## src/sv/texcoord_grid_atlas_packer_defines.svh

```systemverilog
// texcoord_grid_atlas_packer_defines.svh: assertion macros for the packer rtl
// no dependencies; the bodies are empty when SYNTH is defined
`ifndef TEXCOORD_GRID_ATLAS_PACKER_DEFINES_SVH
`define TEXCOORD_GRID_ATLAS_PACKER_DEFINES_SVH
`ifndef SYNTH
`define TGAP_ASSERT_IMP(lbl, ck, rn, ante, cons, msg) \
  lbl: assert property (@(posedge ck) disable iff (!rn) (ante) |-> (cons)) \
    else $error(msg);
`define TGAP_ASSERT_NXT(lbl, ck, rn, ante, cons, msg) \
  lbl: assert property (@(posedge ck) disable iff (!rn) (ante) |=> (cons)) \
    else $error(msg);
`else
`define TGAP_ASSERT_IMP(lbl, ck, rn, ante, cons, msg)
`define TGAP_ASSERT_NXT(lbl, ck, rn, ante, cons, msg)
`endif
`endif

```

## src/sv/tgap_pkg.sv

```systemverilog
// tgap_pkg: widths, codes and types shared by the texcoord atlas packer
// no dependencies
`default_nettype none
package tgap_pkg;
  localparam int COORD_FRAC_BITS = 16;
  localparam int COORD_W         = COORD_FRAC_BITS + 1;
  localparam int RATIO_FRAC      = 16;
  localparam int RATIO_W         = 24;
  localparam int ROW_RATIO_W     = RATIO_FRAC + 1;
  localparam int NMESH_W         = 13;
  localparam int LEVEL_W         = 5;
  localparam int LEVEL_CAP       = 31;
  localparam int WIDE_W          = 56;
  localparam int DIV_BITS        = COORD_FRAC_BITS + RATIO_FRAC + 1;
  localparam int DIV_CNT_W       = $clog2(DIV_BITS);
  localparam int CFG_DATA_W      = RATIO_W;

  typedef logic [COORD_W-1:0] coord_t;
  typedef logic [RATIO_W-1:0] ratio_t;
  typedef logic [NMESH_W-1:0] nmesh_t;
  typedef logic [LEVEL_W-1:0] level_t;
  typedef logic [0:0]         cfg_index_t;

  localparam coord_t     ONE_Q          = COORD_W'(1) << COORD_FRAC_BITS;
  localparam coord_t     COORD_MAX      = '1;
  localparam ratio_t     RATIO_ONE      = RATIO_W'(1) << RATIO_FRAC;
  localparam cfg_index_t CFG_WH_RATIO   = 1'b0;
  localparam cfg_index_t CFG_NUM_MESHES = 1'b1;

  typedef enum logic {MODE_ROWS, MODE_COLS} layout_mode_t;
  typedef enum logic {KIND_COORD, KIND_BATCH} item_kind_t;

  typedef struct packed {
    coord_t     u;
    coord_t     v;
    item_kind_t kind;
    logic       mesh_end;
  } item_t;

  typedef struct packed {
    layout_mode_t mode;
    level_t       level;
    coord_t       slot_step;
  } layout_res_t;

  typedef enum logic [1:0] {LY_IDLE, LY_SEARCH, LY_DIVIDE, LY_DONE} layout_state_t;
  typedef enum logic [1:0] {BK_RUN, BK_SETUP, BK_ISSUE} back_state_t;
endpackage
`default_nettype wire

```

## src/sv/tgap_front.sv

```systemverilog
// tgap_front: input side of the packer, two-entry item queue with classification
// depends on tgap_pkg
`default_nettype none
module tgap_front (
  input  logic            clk,
  input  logic            rst_n,
  input  logic            in_valid,
  output logic            in_stall,
  input  tgap_pkg::coord_t in_u_in,
  input  tgap_pkg::coord_t in_v_in,
  input  logic            in_batch_start,
  input  logic            in_mesh_end,
  output logic            head_valid,
  output tgap_pkg::item_t head_item,
  input  logic            head_pop
);
  import tgap_pkg::*;

  item_t      fifo_r [2];
  logic       wr_ptr_r, wr_ptr_nxt;
  logic       rd_ptr_r, rd_ptr_nxt;
  logic [1:0] count_r, count_nxt;
  logic       push;
  logic       pop;
  item_t      in_item;

  always_comb begin
    in_item.u        = in_u_in;
    in_item.v        = in_v_in;
    in_item.kind     = in_batch_start ? KIND_BATCH : KIND_COORD;
    in_item.mesh_end = in_mesh_end;
  end

  assign in_stall   = (count_r == 2'd2);
  assign head_valid = (count_r != 2'd0);
  assign head_item  = fifo_r[rd_ptr_r];
  assign push       = in_valid && !in_stall;
  assign pop        = head_pop && head_valid;

  always_comb begin
    wr_ptr_nxt = push ? !wr_ptr_r : wr_ptr_r;
    rd_ptr_nxt = pop ? !rd_ptr_r : rd_ptr_r;
    count_nxt  = count_r + {1'b0, push} - {1'b0, pop};
  end

  always_ff @(posedge clk) begin
    if (!rst_n) begin
      wr_ptr_r <= 1'b0;
      rd_ptr_r <= 1'b0;
      count_r  <= 2'd0;
    end else begin
      wr_ptr_r <= wr_ptr_nxt;
      rd_ptr_r <= rd_ptr_nxt;
      count_r  <= count_nxt;
    end
  end

  always_ff @(posedge clk) begin
    if (push) begin
      fifo_r[wr_ptr_r] <= in_item;
    end
  end
endmodule
`default_nettype wire

```

## src/sv/tgap_layout.sv

```systemverilog
// tgap_layout: per-batch layout search (one halving per cycle) and the
// bit-serial divider for the column slot step; depends on tgap_pkg
`default_nettype none
module tgap_layout #(
  parameter int MAX_MESHES = 4096,
  parameter int BPL_W      = 13
) (
  input  logic                  clk,
  input  logic                  rst_n,
  input  logic                  start,
  input  tgap_pkg::ratio_t      wh_ratio,
  input  tgap_pkg::nmesh_t      num_meshes,
  output logic                  done,
  output tgap_pkg::layout_res_t res,
  output logic [BPL_W-1:0]      bpl
);
  import tgap_pkg::*;

  layout_state_t              state_r, state_nxt;
  layout_mode_t               mode_r, mode_nxt;
  level_t                     level_r, level_nxt;
  logic [BPL_W-1:0]           b_r, b_nxt;
  logic [WIDE_W-1:0]          d_r, d_nxt;
  logic [WIDE_W-1:0]          rem_r, rem_nxt;
  coord_t                     quo_r, quo_nxt;
  coord_t                     step_r, step_nxt;
  logic [DIV_CNT_W-1:0]       idx_r, idx_nxt;

  logic [BPL_W-1:0]           n_clamp;
  logic [ROW_RATIO_W+BPL_W-1:0] row_prod;
  logic                       row_more;
  logic                       col_more;
  logic                       more;
  logic [BPL_W:0]             b_inc;
  coord_t                     row_step;
  logic                       nbit;
  logic [WIDE_W:0]            rem_sh;
  logic                       qbit;

  always_comb begin
    if (num_meshes == '0) begin
      n_clamp = BPL_W'(1);
    end else if (32'(num_meshes) > MAX_MESHES) begin
      n_clamp = BPL_W'(MAX_MESHES);
    end else begin
      n_clamp = BPL_W'(num_meshes);
    end
  end

  // rows: ratio * blocks against 2^(16+k); columns: blocks * 2^16 against ratio * 2^k
  always_comb begin
    row_prod = wh_ratio[ROW_RATIO_W-1:0] * b_r;
    row_more = WIDE_W'(row_prod) > (WIDE_W'(1) << (RATIO_FRAC + int'(level_r)));
    col_more = (WIDE_W'(b_r) << RATIO_FRAC) > (WIDE_W'(wh_ratio) << level_r);
    more     = (level_r != LEVEL_W'(LEVEL_CAP))
            && ((mode_r == MODE_COLS) ? col_more : row_more);
    b_inc    = {1'b0, b_r} + (BPL_W+1)'(1);
    row_step = COORD_W'((WIDE_W'(wh_ratio) << COORD_FRAC_BITS)
                        >> (RATIO_FRAC + int'(level_r)));
    // numerator is a single one bit at the top of the dividend
    nbit     = (idx_r == DIV_CNT_W'(DIV_BITS - 1));
    rem_sh   = {rem_r, nbit};
    qbit     = (rem_sh >= {1'b0, d_r});
  end

  always_comb begin
    state_nxt = state_r;
    mode_nxt  = mode_r;
    level_nxt = level_r;
    b_nxt     = b_r;
    d_nxt     = d_r;
    rem_nxt   = rem_r;
    quo_nxt   = quo_r;
    step_nxt  = step_r;
    idx_nxt   = idx_r;
    unique case (state_r)
      LY_IDLE: begin
        if (start) begin
          mode_nxt  = (wh_ratio > RATIO_ONE) ? MODE_COLS : MODE_ROWS;
          level_nxt = '0;
          b_nxt     = n_clamp;
          state_nxt = LY_SEARCH;
        end
      end
      LY_SEARCH: begin
        if (more) begin
          level_nxt = level_r + LEVEL_W'(1);
          b_nxt     = b_inc[BPL_W:1];
        end else if (mode_r == MODE_ROWS) begin
          step_nxt  = row_step;
          state_nxt = LY_DONE;
        end else begin
          d_nxt     = WIDE_W'(wh_ratio) << level_r;
          rem_nxt   = '0;
          quo_nxt   = '0;
          idx_nxt   = DIV_CNT_W'(DIV_BITS - 1);
          state_nxt = LY_DIVIDE;
        end
      end
      LY_DIVIDE: begin
        if (qbit) begin
          rem_nxt = WIDE_W'(rem_sh - {1'b0, d_r});
        end else begin
          rem_nxt = rem_sh[WIDE_W-1:0];
        end
        quo_nxt = {quo_r[COORD_W-2:0], qbit};
        if (idx_r == '0) begin
          step_nxt  = quo_nxt;
          state_nxt = LY_DONE;
        end else begin
          idx_nxt = idx_r - DIV_CNT_W'(1);
        end
      end
      LY_DONE: begin
        state_nxt = LY_IDLE;
      end
      default: begin
        state_nxt = LY_IDLE;
      end
    endcase
  end

  always_ff @(posedge clk) begin
    if (!rst_n) begin
      state_r <= LY_IDLE;
      mode_r  <= MODE_ROWS;
      level_r <= '0;
      b_r     <= BPL_W'(1);
      step_r  <= '0;
    end else begin
      state_r <= state_nxt;
      mode_r  <= mode_nxt;
      level_r <= level_nxt;
      b_r     <= b_nxt;
      step_r  <= step_nxt;
    end
  end

  always_ff @(posedge clk) begin
    d_r   <= d_nxt;
    rem_r <= rem_nxt;
    quo_r <= quo_nxt;
    idx_r <= idx_nxt;
  end

  assign done          = (state_r == LY_DONE);
  assign res.mode      = mode_r;
  assign res.level     = level_r;
  assign res.slot_step = step_r;
  assign bpl           = b_r;
endmodule
`default_nettype wire

```

## src/sv/tgap_back.sv

```systemverilog
// tgap_back: back end of the packer, block position state, result forming,
// slot advance and output register; depends on tgap_pkg and the defines header
`default_nettype none
`include "texcoord_grid_atlas_packer_defines.svh"
module tgap_back #(
  parameter int BPL_W = 13
) (
  input  logic                  clk,
  input  logic                  rst_n,
  input  logic                  head_valid,
  input  tgap_pkg::item_t       head_item,
  output logic                  head_pop,
  output logic                  lay_start,
  input  logic                  lay_done,
  input  tgap_pkg::layout_res_t lay_res,
  input  logic [BPL_W-1:0]      lay_bpl,
  output logic                  out_valid,
  input  logic                  out_stall,
  output tgap_pkg::coord_t      out_u_out,
  output tgap_pkg::coord_t      out_v_out,
  output tgap_pkg::level_t      out_level_used
);
  import tgap_pkg::*;

  back_state_t      state_r, state_nxt;
  layout_mode_t     mode_r, mode_nxt;
  level_t           level_r, level_nxt;
  logic [BPL_W-1:0] bpl_r, bpl_nxt;
  logic [BPL_W-1:0] slot_r, slot_nxt;
  coord_t           off_u_r, off_u_nxt;
  coord_t           off_v_r, off_v_nxt;
  coord_t           step_r, step_nxt;
  logic             out_valid_r, out_valid_nxt;
  coord_t           out_u_r, out_u_nxt;
  coord_t           out_v_r, out_v_nxt;
  level_t           out_level_r, out_level_nxt;

  logic             out_free;
  logic             issue;
  coord_t           shift_u, shift_v;
  logic [COORD_W:0] sum_u, sum_v;
  logic [BPL_W:0]   slot_inc;
  logic             wrap;
  coord_t           line_step;

  function automatic coord_t sat_add(input coord_t a, input coord_t b);
    logic [COORD_W:0] s;
    s = {1'b0, a} + {1'b0, b};
    return (s > {1'b0, COORD_MAX}) ? COORD_MAX : s[COORD_W-1:0];
  endfunction

  always_comb begin
    out_free  = !out_valid_r || !out_stall;
    shift_u   = head_item.u >> level_r;
    shift_v   = head_item.v >> level_r;
    sum_u     = {1'b0, shift_u} + {1'b0, off_u_r};
    sum_v     = {1'b0, shift_v} + {1'b0, off_v_r};
    slot_inc  = {1'b0, slot_r} + (BPL_W+1)'(1);
    wrap      = (slot_inc >= {1'b0, bpl_r});
    line_step = (level_r > LEVEL_W'(COORD_FRAC_BITS)) ? '0 : (ONE_Q >> level_r);
  end

  always_comb begin
    state_nxt     = state_r;
    mode_nxt      = mode_r;
    level_nxt     = level_r;
    bpl_nxt       = bpl_r;
    slot_nxt      = slot_r;
    off_u_nxt     = off_u_r;
    off_v_nxt     = off_v_r;
    step_nxt      = step_r;
    out_u_nxt     = out_u_r;
    out_v_nxt     = out_v_r;
    out_level_nxt = out_level_r;
    issue         = 1'b0;
    lay_start     = 1'b0;
    unique case (state_r)
      BK_RUN: begin
        if (head_valid) begin
          if (head_item.kind == KIND_BATCH) begin
            lay_start = 1'b1;
            state_nxt = BK_SETUP;
          end else if (out_free) begin
            issue = 1'b1;
          end
        end
      end
      BK_SETUP: begin
        if (lay_done) begin
          mode_nxt  = lay_res.mode;
          level_nxt = lay_res.level;
          step_nxt  = lay_res.slot_step;
          bpl_nxt   = lay_bpl;
          slot_nxt  = '0;
          off_u_nxt = '0;
          off_v_nxt = '0;
          state_nxt = BK_ISSUE;
        end
      end
      BK_ISSUE: begin
        if (out_free) begin
          issue     = 1'b1;
          state_nxt = BK_RUN;
        end
      end
      default: begin
        state_nxt = BK_RUN;
      end
    endcase

    if (issue) begin
      out_u_nxt     = (sum_u > {1'b0, ONE_Q}) ? ONE_Q : sum_u[COORD_W-1:0];
      out_v_nxt     = (sum_v > {1'b0, ONE_Q}) ? ONE_Q : sum_v[COORD_W-1:0];
      out_level_nxt = level_r;
      // mesh end moves to the next slot, or to the next line after a full line
      if (head_item.mesh_end) begin
        if (wrap) begin
          slot_nxt = '0;
          if (mode_r == MODE_ROWS) begin
            off_u_nxt = '0;
            off_v_nxt = sat_add(off_v_r, line_step);
          end else begin
            off_v_nxt = '0;
            off_u_nxt = sat_add(off_u_r, line_step);
          end
        end else begin
          slot_nxt = slot_inc[BPL_W-1:0];
          if (mode_r == MODE_ROWS) begin
            off_u_nxt = sat_add(off_u_r, step_r);
          end else begin
            off_v_nxt = sat_add(off_v_r, step_r);
          end
        end
      end
    end

    if (issue) begin
      out_valid_nxt = 1'b1;
    end else if (!out_stall) begin
      out_valid_nxt = 1'b0;
    end else begin
      out_valid_nxt = out_valid_r;
    end
  end

  assign head_pop = issue;

  always_ff @(posedge clk) begin
    if (!rst_n) begin
      state_r     <= BK_RUN;
      mode_r      <= MODE_ROWS;
      level_r     <= '0;
      bpl_r       <= BPL_W'(1);
      slot_r      <= '0;
      off_u_r     <= '0;
      off_v_r     <= '0;
      step_r      <= '0;
      out_valid_r <= 1'b0;
    end else begin
      state_r     <= state_nxt;
      mode_r      <= mode_nxt;
      level_r     <= level_nxt;
      bpl_r       <= bpl_nxt;
      slot_r      <= slot_nxt;
      off_u_r     <= off_u_nxt;
      off_v_r     <= off_v_nxt;
      step_r      <= step_nxt;
      out_valid_r <= out_valid_nxt;
    end
  end

  always_ff @(posedge clk) begin
    out_u_r     <= out_u_nxt;
    out_v_r     <= out_v_nxt;
    out_level_r <= out_level_nxt;
  end

  assign out_valid      = out_valid_r;
  assign out_u_out      = out_u_r;
  assign out_v_out      = out_v_r;
  assign out_level_used = out_level_r;

  `TGAP_ASSERT_IMP(a_no_overwrite, clk, rst_n, out_valid_r && out_stall, !issue, "result overwritten while stalled")
  `TGAP_ASSERT_IMP(a_slot_in_range, clk, rst_n, 1'b1, slot_r < bpl_r, "slot index past blocks per line")
  `TGAP_ASSERT_IMP(a_batch_after_setup, clk, rst_n, issue && head_item.kind == KIND_BATCH, state_r == BK_ISSUE, "batch item issued before layout")
  `TGAP_ASSERT_NXT(a_setup_clears_pos, clk, rst_n, state_r == BK_SETUP && lay_done, slot_r == '0 && off_u_r == '0 && off_v_r == '0, "position not cleared on new layout")
endmodule
`default_nettype wire

```

## src/sv/texcoord_grid_atlas_packer.sv

```systemverilog
// a coordinate item passes through the input queue and then the output register
// throughput: one coordinate item per cycle once set up, while out_stall is low
// a batch start item first runs the layout search, halving level by level, and in
// column mode then a bit-serial slot-step divide
// reset (rst_n, synchronous): ratio 1.0, one mesh, scale 1, zero offsets, queue empty
`default_nettype none
module texcoord_grid_atlas_packer #(
  parameter int MAX_MESHES = 4096
) (
  input  logic                 clk,
  input  logic                 rst_n,
  input  logic                 in_valid,
  output logic                 in_stall,
  input  tgap_pkg::coord_t     in_u_in,
  input  tgap_pkg::coord_t     in_v_in,
  input  logic                 in_batch_start,
  input  logic                 in_mesh_end,
  output logic                 out_valid,
  input  logic                 out_stall,
  output tgap_pkg::coord_t     out_u_out,
  output tgap_pkg::coord_t     out_v_out,
  output tgap_pkg::level_t     out_level_used,
  input  logic                 cfg_valid,
  output logic                 cfg_ready,
  input  tgap_pkg::cfg_index_t cfg_index,
  input  logic [tgap_pkg::CFG_DATA_W-1:0] cfg_data
);
  import tgap_pkg::*;

  localparam int BPL_W = $clog2(MAX_MESHES + 1);

  ratio_t           wh_ratio_r;
  nmesh_t           num_meshes_r;
  logic             head_valid;
  item_t            head_item;
  logic             head_pop;
  logic             lay_start;
  logic             lay_done;
  layout_res_t      lay_res;
  logic [BPL_W-1:0] lay_bpl;

  assign cfg_ready = 1'b1;

  always_ff @(posedge clk) begin
    if (!rst_n) begin
      wh_ratio_r   <= RATIO_ONE;
      num_meshes_r <= NMESH_W'(1);
    end else if (cfg_valid && cfg_ready) begin
      unique case (cfg_index)
        CFG_WH_RATIO:   wh_ratio_r   <= cfg_data[RATIO_W-1:0];
        CFG_NUM_MESHES: num_meshes_r <= cfg_data[NMESH_W-1:0];
      endcase
    end
  end

  tgap_front u_front (
    .clk            (clk),
    .rst_n          (rst_n),
    .in_valid       (in_valid),
    .in_stall       (in_stall),
    .in_u_in        (in_u_in),
    .in_v_in        (in_v_in),
    .in_batch_start (in_batch_start),
    .in_mesh_end    (in_mesh_end),
    .head_valid     (head_valid),
    .head_item      (head_item),
    .head_pop       (head_pop)
  );

  tgap_layout #(
    .MAX_MESHES (MAX_MESHES),
    .BPL_W      (BPL_W)
  ) u_layout (
    .clk        (clk),
    .rst_n      (rst_n),
    .start      (lay_start),
    .wh_ratio   (wh_ratio_r),
    .num_meshes (num_meshes_r),
    .done       (lay_done),
    .res        (lay_res),
    .bpl        (lay_bpl)
  );

  tgap_back #(
    .BPL_W (BPL_W)
  ) u_back (
    .clk            (clk),
    .rst_n          (rst_n),
    .head_valid     (head_valid),
    .head_item      (head_item),
    .head_pop       (head_pop),
    .lay_start      (lay_start),
    .lay_done       (lay_done),
    .lay_res        (lay_res),
    .lay_bpl        (lay_bpl),
    .out_valid      (out_valid),
    .out_stall      (out_stall),
    .out_u_out      (out_u_out),
    .out_v_out      (out_v_out),
    .out_level_used (out_level_used)
  );
endmodule
`default_nettype wire

```

## config.mk

```make
export PLATFORM = sky130hd
export DESIGN_NAME = texcoord_grid_atlas_packer
export DESIGN_NICKNAME = d
export VERILOG_FILES = /design/src/sv/tgap_pkg.sv /design/src/sv/tgap_front.sv /design/src/sv/tgap_layout.sv /design/src/sv/tgap_back.sv /design/src/sv/texcoord_grid_atlas_packer.sv
export VERILOG_INCLUDE_DIRS = /design/src /design/src/sv
export SDC_FILE = /design/constraint.sdc
export NUM_CORES = 2
export LEC_CHECK = 0
export ABC_AREA = 0
export ABC_CLOCK_PERIOD_IN_PS = 12500
export BUFFER_PORTS_ARGS = -buffer_cell sky130_fd_sc_hd__buf_2
export CAP_MARGIN = 40
export CORE_MARGIN = 3
export CORE_UTILIZATION = 50
export CTS_CLUSTER_SIZE = 20
export DETAILED_ROUTE_END_ITERATION = 10
export HOLD_SLACK_MARGIN = 0.03
export PLACE_DENSITY_LB_ADDON = 0.2
export SLEW_MARGIN = 0
export SYNTH_ARGS = -nofsm -noshare
export SYNTH_HDL_FRONTEND = slang
export SYNTH_SLANG_ARGS = --single-unit
```

## constraint.sdc

```tcl
create_clock -name clk -period 12.5 [get_ports clk]
set_input_delay 1.875 -clock clk [delete_from_list [all_inputs] [get_ports clk]]
set_output_delay 1.875 -clock clk [all_outputs]
set_load 0.005 [all_outputs]
```

## After elaboration in Yosys (flattened, before gate mapping)

Memory sizes are Yosys's and may differ from the RTL's. A register that Yosys moved wholly into a read port is not among the register bits.
Index checks and enable logic that the tools add are counted.

| storage, ports and cells | value |
|---|---|
| register bits after elaboration | 338 |
| bits in latches | 0 |
| bits in writable memories | 72 |
| ROM bits | 0 |
| input bits | 66 |
| output and inout bits | 42 |
| memories | 1 |

| operators by class | value |
|---|---|
| add/sub/neg operators | 14 |
| multipliers | 1 |
| div/mod/pow operators | 0 |
| $lt $le $gt $ge | 13 |
| equality and inequality tests | 20 |
| shift operators | 6 |
| multiplexer cells | 73 |
| bitwise operators | 2 |
| reduce and logical (&&, ||, !) cells | 27 |

Memory list:

| memory | depth | bits a word | rd ports | clocked after memory_dff | write ports | line | source |
|---|---|---|---|---|---|---|---|
| u_front.fifo_r | 2 | 36 | 1 | 1 | 1 | tgap_front.sv:19 | `item_t fifo_r [2];` |

Operators by type and width:

| cell | number |
|---|---|
| 2-to-1 mux 17 bit | 22 |
| 2-to-1 mux 56 bit | 3 |
| 2-to-1 mux 13 bit | 9 |
| case mux 56 bit (2 select lines) | 1 |
| adder 17 x 17 -> 18 bit | 6 |
| > comparator 18 x 17 -> 1 bit, second input constant | 6 |
| >= comparator 57 x 56 -> 1 bit | 1 |
| > comparator 29 x 56 -> 1 bit | 1 |
| > comparator 30 x 56 -> 1 bit | 1 |
| << shifter 1 x 32 -> 56 bit, first input constant | 1 |
| << shifter 24 x 5 -> 56 bit | 1 |
| subtractor 56 bit | 1 |
| right shift 40 x 32 -> 17 bit | 1 |
| case mux 17 bit (2 select lines) | 1 |
| right shift 17 x 5 -> 17 bit | 2 |
| 2-to-1 mux 16 bit | 2 |
| case mux 16 bit (2 select lines) | 1 |
| multiplier 17 x 13 -> 30 bit | 1 |
| adder 13 x 1 -> 14 bit, second input constant | 2 |
| case mux 13 bit (2 select lines) | 1 |
| > comparator 24 x 17 -> 1 bit, second input constant | 1 |
| 2-to-1 mux 6 bit | 3 |
| right shift 17 x 5 -> 17 bit, first input constant | 1 |
| 2-to-1 mux 1 bit | 16 |
| other kinds (32) | 71 |

## Longest topological paths before layout

| logic depth | value |
|---|---|
| word-level depth | 9 |
| depth in mapped cells | 35 |

## Cells and area by module

Synthesis repeated with hierarchy kept, for this count alone.

| unflattened totals | value |
|---|---|
| cell total of the unflattened synthesis | 4,375 |
| area total of the unflattened synthesis | 38,673.3 um2 |

Modules (own cells, without submodules):

| module | times used | cells each | area each (um2) |
|---|---|---|---|
| tgap_layout | 1 | 2,541 | 22,230.1 |
| tgap_back | 1 | 1,544 | 11,965.2 |
| tgap_front | 1 | 138 | 2,985.4 |
| texcoord_grid_atlas_packer | 1 | 152 | 1,492.7 |

## Least setup slack after synthesis

OpenSTA, ideal clock, no wires.

| timing path | value |
|---|---|
| kind | flip-flop to flip-flop |
| from | register wh_ratio_r[3] |
| to | register u_layout.b_r[6] (netlist: u_layout.bpl[6]) |
| setup time | 0.072 ns |
| data arrival time | 7.704 ns |
| data required time | 12.428 ns |
| path slack | 4.725 ns |
| cell stages (with the launch flop) | 34 |
| clock period less this slack | 7.775 ns |
| cells stage by stage | dfxtp_1 clkbuf_1 clkbuf_1 clkbuf_1 nand2_1 fa_1 fa_1 inv_1 fa_1 fa_1 inv_1 fa_1 inv_1 ha_1 a21o_1 a21oi_1 o21ai_0 o21ai_0 a21oi_1 a41oi_1 nor2b_1 xnor2_1 ha_1 a21o_1 a21oi_1 nor2b_1 o21ai_0 a221oi_1 or4_1 and2_1 clkbuf_1 o31ai_4 buf_8 mux2i_1 |

| on the way | value |
|---|---|
| longest elaborated chain between the ends | 6 |

Ends and longest elaborated chain:

| what | line | source |
|---|---|---|
| from (decl) | texcoord_grid_atlas_packer.sv:32 | `ratio_t wh_ratio_r;` |
| from (signal assigned) | texcoord_grid_atlas_packer.sv:50 | `CFG_WH_RATIO: wh_ratio_r <= cfg_data[RATIO_W-1:0];` |
| multiplier 17 x 13 -> 30 bit / << shifter 24 x 5 -> 56 bit (equally long branches) | tgap_layout.sv:52, tgap_layout.sv:54 |  |
| > comparator 30 x 56 -> 1 bit / > comparator 29 x 56 -> 1 bit (equally long branches) | tgap_layout.sv:53, tgap_layout.sv:54 |  |
| 2-to-1 mux 1 bit (*) | tgap_layout.sv:56 | `&& ((mode_r == MODE_COLS) ? col_more : row_more);` |
| logical AND 1 bit (*) | tgap_layout.sv:56 |  |
| != test 2 x 1 -> 1 bit (no source line) (*) | - |  |
| AND reduction 3 bit (no source line) (*) | - |  |
| to (signal assigned) | tgap_layout.sv:134 | `b_r <= b_nxt;` |
| to (decl) | tgap_layout.sv:22 | `logic [BPL_W-1:0] b_r, b_nxt;` |

Every way passes the cells marked *; elsewhere a longest branch is shown, timed or not.
A chain may end at the register's enable or synchronous reset.

## Worst setup path after layout

| timing path | value |
|---|---|
| from | register u_layout.b_r[12] (netlist: u_layout.bpl[12]) |
| to | register u_layout.b_r[1] (netlist: u_layout.bpl[1]) |

| on the way | value |
|---|---|
| longest elaborated chain between the ends | 6 |

Ends and longest elaborated chain:

| what | line | source |
|---|---|---|
| multiplier 17 x 13 -> 30 bit | tgap_layout.sv:52 | `row_prod = wh_ratio[ROW_RATIO_W-1:0] * b_r;` |
| > comparator 30 x 56 -> 1 bit | tgap_layout.sv:53 | `row_more = WIDE_W'(row_prod) > (WIDE_W'(1) << (RATIO_FRAC + int'(level_r)));` |
| 2-to-1 mux 1 bit (*) | tgap_layout.sv:56 |  |
| logical AND 1 bit (*) | tgap_layout.sv:56 |  |
| != test 2 x 1 -> 1 bit (no source line) (*) | - |  |
| AND reduction 3 bit (no source line) (*) | - |  |

Marks and branches as above.

==> results.yml <==
worst_hold_path:
  min_path_type: "reg -> reg"
  whs_path_depth: 2
  min_to: "u_back.step_r[4]$_SDFFE_PN0P_"
  launch_instance_of_the_worst_min_delay_path: "u_layout.step_r[4]$_SDFFE_PN0P_"
floorplanning:
  initial_core_util_pct: 50.9
  die_x_um: 283
  floorplan.io_pins: 108
  fp.dieH_um: 283
  fp-row-count: 100
  core_area_um2: 75100
  die_area_um2: 79800
power_and_ir_drop:
  worst_ir_drop_vdd_mv: 0.0868
  p_leak_nw: 17.8
  power.density_nw_per_um2: 147
cts:
  clock_tree.htree_level_count: 2
  setup_repair_bufs_after_cts: 0
  cts_root_buffer: "sky130_fd_sc_hd__clkbuf_16"
  cts_max_path_buffers: 3
  clock_sinks: 410
  tritoncts.num_buffers: 47
  cts_hold_bufs: 0
  clk-insertion-delay-late_ns: 0.61
  cts_tree: "built"
  postCtsResizedCells: 0
  clk_pin_slew_worst_paths_ns: 0.07
worst_setup_path:
  worstSetupPathType: "reg -> reg"
  critical_path_s_top_delay_family: "adder cells"
  timing.critical_path.mode_cell: "sky130_fd_sc_hd__fa_1"
  timing.critical_path.arrival_ns: 9.31
  r2r_end: "u_layout.bpl[1]$_SDFFE_PN0P_"
  crit_fanout: 21
  cp_slowest_cell: "sky130_fd_sc_hd__dfxtp_1"
  reg_to_reg_start: "u_layout.bpl[12]$_SDFFE_PN0P_"
  worst-endpoint-required_ns: 13.03
  start_kind: "flip-flop"
  critPathCaptureType: "flip-flop"
  regToRegSetupSlack_ns: 3.72
  critPathBufInv: 4
  worst_r2r_path_depth: 29
  critPathMaxStageDelay_ns: 0.83
final_layout:
  fillers: 6988
  post_route_cells_drive_above_1_share_pct: 8.04
  area_growth_syn_to_layout_pct: 7.25
  insertedDiodeCount: 0
  layout.nets: 4973
detailed_routing:
  routed_via_count: 32696
  remaining_drc_errors: 0
  drtPass1Iterations: 8
  route.final.wire_length_um: 108000
  drt.antenna.violating_nets: 0
  initialDrtViolationCount: 3075
  routed_via_density: 6.01
  route.detailed.wl_per_inst_um: 19.8
global_routing:
  maximum_number_of_pins_on_one_net_before_global_route_repair: 78
  grt_usage_pct: 26.8
  grt_antenna_before_repair: 0
  grt_first_pass_wirelength_um: 171000
  grt.overflow.total: 0
  first_global_vias: 30721
sta:
  hold_ws_ns: 0.450
  slew_viol_final: 0
  max-slew-margin-rel_pct: 38.6
  worst-slew-pin-transition_ns: 0.920
  finalHoldViolations: 0
  max_clock_freq_mhz: 114
  min_period_over_period_pct: 70.3
  tns_ns: 0
  rsz_0062_raised_after_global_routing: "false"
  clock_skew_ns: 0.0214
  final-setup-viol-count: 0
  final.min_clock_period_ns: 8.78
logic_synthesis:
  synth_area_leader: "sky130_fd_sc_hd__edfxtp_1"
  synth_ff_type: "sky130_fd_sc_hd__edfxtp_1"
  post_synthesis_cell_count: 4478
  post_synth.cell_area_avg_um2: 8.54
  synth.distinct_cells: 86
  synth_top_cell_area_share_pct: 19.2
  synth_area_leaders: "sky130_fd_sc_hd__edfxtp_1, sky130_fd_sc_hd__ha_1, sky130_fd_sc_hd__fa_1"
  synthesized_cell_area_um2: 38200
  async_flop_share_pct: 0
  total_of_flip_flops_plus_latches_after_synthesis: 410
  synth_enable_flop_cells: 244
  synth.yosys.seq_area_share_pct: 27.8
  yosys_warnings: 0
status:
  status: "complete, no violations"
placed_design:
  hpwlAfterDp_um: 80800
  port_buffers: 106
  replace_congestion: 0.942
flow_run:
  max_cap_violations: 0
power breakdown:
group / switching [mW] / total, mW / internal (mW)
clock: 0.617 / 1.42 / 0.806
sequential: 0.194 / 1.98 / 1.78
combinational: 1.61 / 2.61 / 0.998
total: 2.43 / 6.01 / 3.59
per-stage QoR:
step / area [µm²] / instances / setup slack (ns) / power, mW / utilization, %
5_1_grt: 41000 / 5436 / 3.15 / 6.42 / 54.6
3_5_place_dp: 39500 / 5350 / 3.79 / 4.56 / 52.6
4_1_cts: 41000 / 5436 / 3.76 / 6.00 / 54.6
6_report: 41000 / 5436 / 3.72 / 6.01 / 54.6
2_1_floorplan: 38300 / 4493 / 4.72 / 3.87 / -
3_3_place_gp: 39300 / 5341 / 3.57 / 4.52 / 52.4
worst reg2reg max path: cells and delay by family (launching register included):
| kind | cells | cell delay [ns] |
|---|---|---|
| AOI/OAI and AO/OA | 11 | 2.32 |
| adders and majority gates | 7 | 3.28 |
| xor gates and xnor gates | 1 | 0.09 |
| muxes | 1 | 0.21 |
| buffers and inverters | 4 | 0.41 |
| DFF | 1 | 0.83 |
| and+or+nand+nor | 5 | 1.59 |
worst max path at each step:
stage	cells after the start	start	to	slack (ns)
6_report	29	u_layout.bpl[12]$_SDFFE_PN0P_	u_layout.bpl[1]$_SDFFE_PN0P_	3.72
5_1_grt	28	u_layout.bpl[12]$_SDFFE_PN0P_	u_layout.bpl[7]$_SDFFE_PN0P_	3.15
4_1_cts	29	u_layout.bpl[12]$_SDFFE_PN0P_	u_layout.bpl[1]$_SDFFE_PN0P_	3.76
3_5_place_dp	29	u_layout.bpl[11]$_SDFFE_PN0P_	u_layout.bpl[1]$_SDFFE_PN0P_	3.79
3_3_place_gp	28	u_layout.bpl[11]$_SDFFE_PN0P_	u_layout.bpl[4]$_SDFFE_PN0P_	3.57
2_1_floorplan	33	wh_ratio_r[3]$_SDFFE_PN0P_	u_layout.bpl[6]$_SDFFE_PN0P_	4.72
cells in the mapped netlist (47+ instances only):
| library cell | number |
|---|---|
| sky130_fd_sc_hd__a21oi_1 | 369 |
| sky130_fd_sc_hd__mux2i_1 | 107 |
| sky130_fd_sc_hd__a21o_1 | 89 |
| sky130_fd_sc_hd__nand3_1 | 87 |
| sky130_fd_sc_hd__nor3_1 | 87 |
| sky130_fd_sc_hd__clkbuf_1 | 220 |
| sky130_fd_sc_hd__a211oi_1 | 54 |
| sky130_fd_sc_hd__ha_1 | 305 |
| sky130_fd_sc_hd__o21ai_0 | 211 |
| sky130_fd_sc_hd__fa_1 | 172 |
| sky130_fd_sc_hd__nand2_1 | 602 |
| sky130_fd_sc_hd__xnor2_1 | 96 |
| sky130_fd_sc_hd__inv_1 | 375 |
| sky130_fd_sc_hd__dfxtp_1 | 166 |
| sky130_fd_sc_hd__nor2_1 | 306 |
| sky130_fd_sc_hd__xor2_1 | 69 |
| sky130_fd_sc_hd__and2_1 | 155 |
| sky130_fd_sc_hd__nand4_1 | 47 |
| sky130_fd_sc_hd__edfxtp_1 | 244 |
layout make-up:
class                           count  area [µm²]  share of cell area (%)
Sequential cell                   410       10700                    26.0
Tap cell                          969        1210                    2.96
Timing Repair Buffer              167        1030                    2.52
Inverter                          378        1420                    3.47
Multi-Input combinational cell   3426       25100                    61.3
Clock inverter                     31         313                   0.763
Clock buffer                       55        1250                    3.04
cell usage in the layout (no fill, tap or decap), types with 21 or more instances in the layout:
cell / count
sky130_fd_sc_hd__a211oi_1: 54
sky130_fd_sc_hd__a21o_1: 89
sky130_fd_sc_hd__a21oi_1: 368
sky130_fd_sc_hd__a311oi_1: 23
sky130_fd_sc_hd__a31oi_1: 37
sky130_fd_sc_hd__and2_1: 154
sky130_fd_sc_hd__and3_1: 36
sky130_fd_sc_hd__buf_2: 107
sky130_fd_sc_hd__buf_4: 55
sky130_fd_sc_hd__clkbuf_16: 48
sky130_fd_sc_hd__dfxtp_1: 160
sky130_fd_sc_hd__edfxtp_1: 244
sky130_fd_sc_hd__fa_1: 172
sky130_fd_sc_hd__ha_1: 305
sky130_fd_sc_hd__inv_1: 373
sky130_fd_sc_hd__mux2_2: 35
sky130_fd_sc_hd__mux2i_1: 107
sky130_fd_sc_hd__mux4_2: 34
sky130_fd_sc_hd__nand2_1: 601
sky130_fd_sc_hd__nand2b_1: 29
sky130_fd_sc_hd__nand3_1: 87
sky130_fd_sc_hd__nand4_1: 47
sky130_fd_sc_hd__nor2_1: 304
sky130_fd_sc_hd__nor2b_1: 37
sky130_fd_sc_hd__nor3_1: 86
sky130_fd_sc_hd__nor4_1: 24
sky130_fd_sc_hd__o211ai_1: 23
sky130_fd_sc_hd__o21a_1: 41
sky130_fd_sc_hd__o21ai_0: 211
sky130_fd_sc_hd__o21bai_1: 21
sky130_fd_sc_hd__o31ai_1: 21
sky130_fd_sc_hd__or2_2: 21
sky130_fd_sc_hd__xnor2_1: 96
sky130_fd_sc_hd__xor2_1: 69
logic make-up (layout without fill, tap and decap cells):
family          Yosys count  after routing  share of synthesized area (%)
compound gates         1072           1072                           17.8
xor+xnor                165            165                           3.78
fa+ha+maj               477            477                           19.0
buf+inv                 657            631                           6.69
flops                   410            410                           27.8
mux                     186            186                           6.51
other cells               2             17                         0.0196
simple gates           1509           1509                           18.4
layer usage:
| layer | track usage [%] | vias to the layer above | share of wire (%) | wire length [µm] |
|---|---|---|---|---|
| li1 | - | 15665 | - | - |
| met1 | 39.9 | 15704 | 46 | 50000 |
| met2 | 40.3 | 1167 | 43 | 46700 |
| met3 | 4.79 | 160 | 7.9 | 8480 |
| met4 | 6.63 | 0 | 2.3 | 2500 |
| met5 | 0 | - | 0 | 0 |
sequential cells by signal, summed over array words and instances, names as in the netlist, 5 cells and up, named ones only:
signal	count
num_meshes_r	13
u_back.bpl_r	13
u_back.level_r	5
u_back.off_u_r	17
u_back.off_v_r	17
u_back.out_level_used	5
u_back.out_u_out	17
u_back.out_v_out	17
u_back.slot_r	13
u_back.step_r	17
u_front.fifo_r	72
u_layout.bpl	13
u_layout.d_r	55
u_layout.idx_r	6
u_layout.level_r	5
u_layout.quo_r	16
u_layout.rem_r	56
u_layout.step_r	17
wh_ratio_r	24
(Power assumes the default switching activity.)
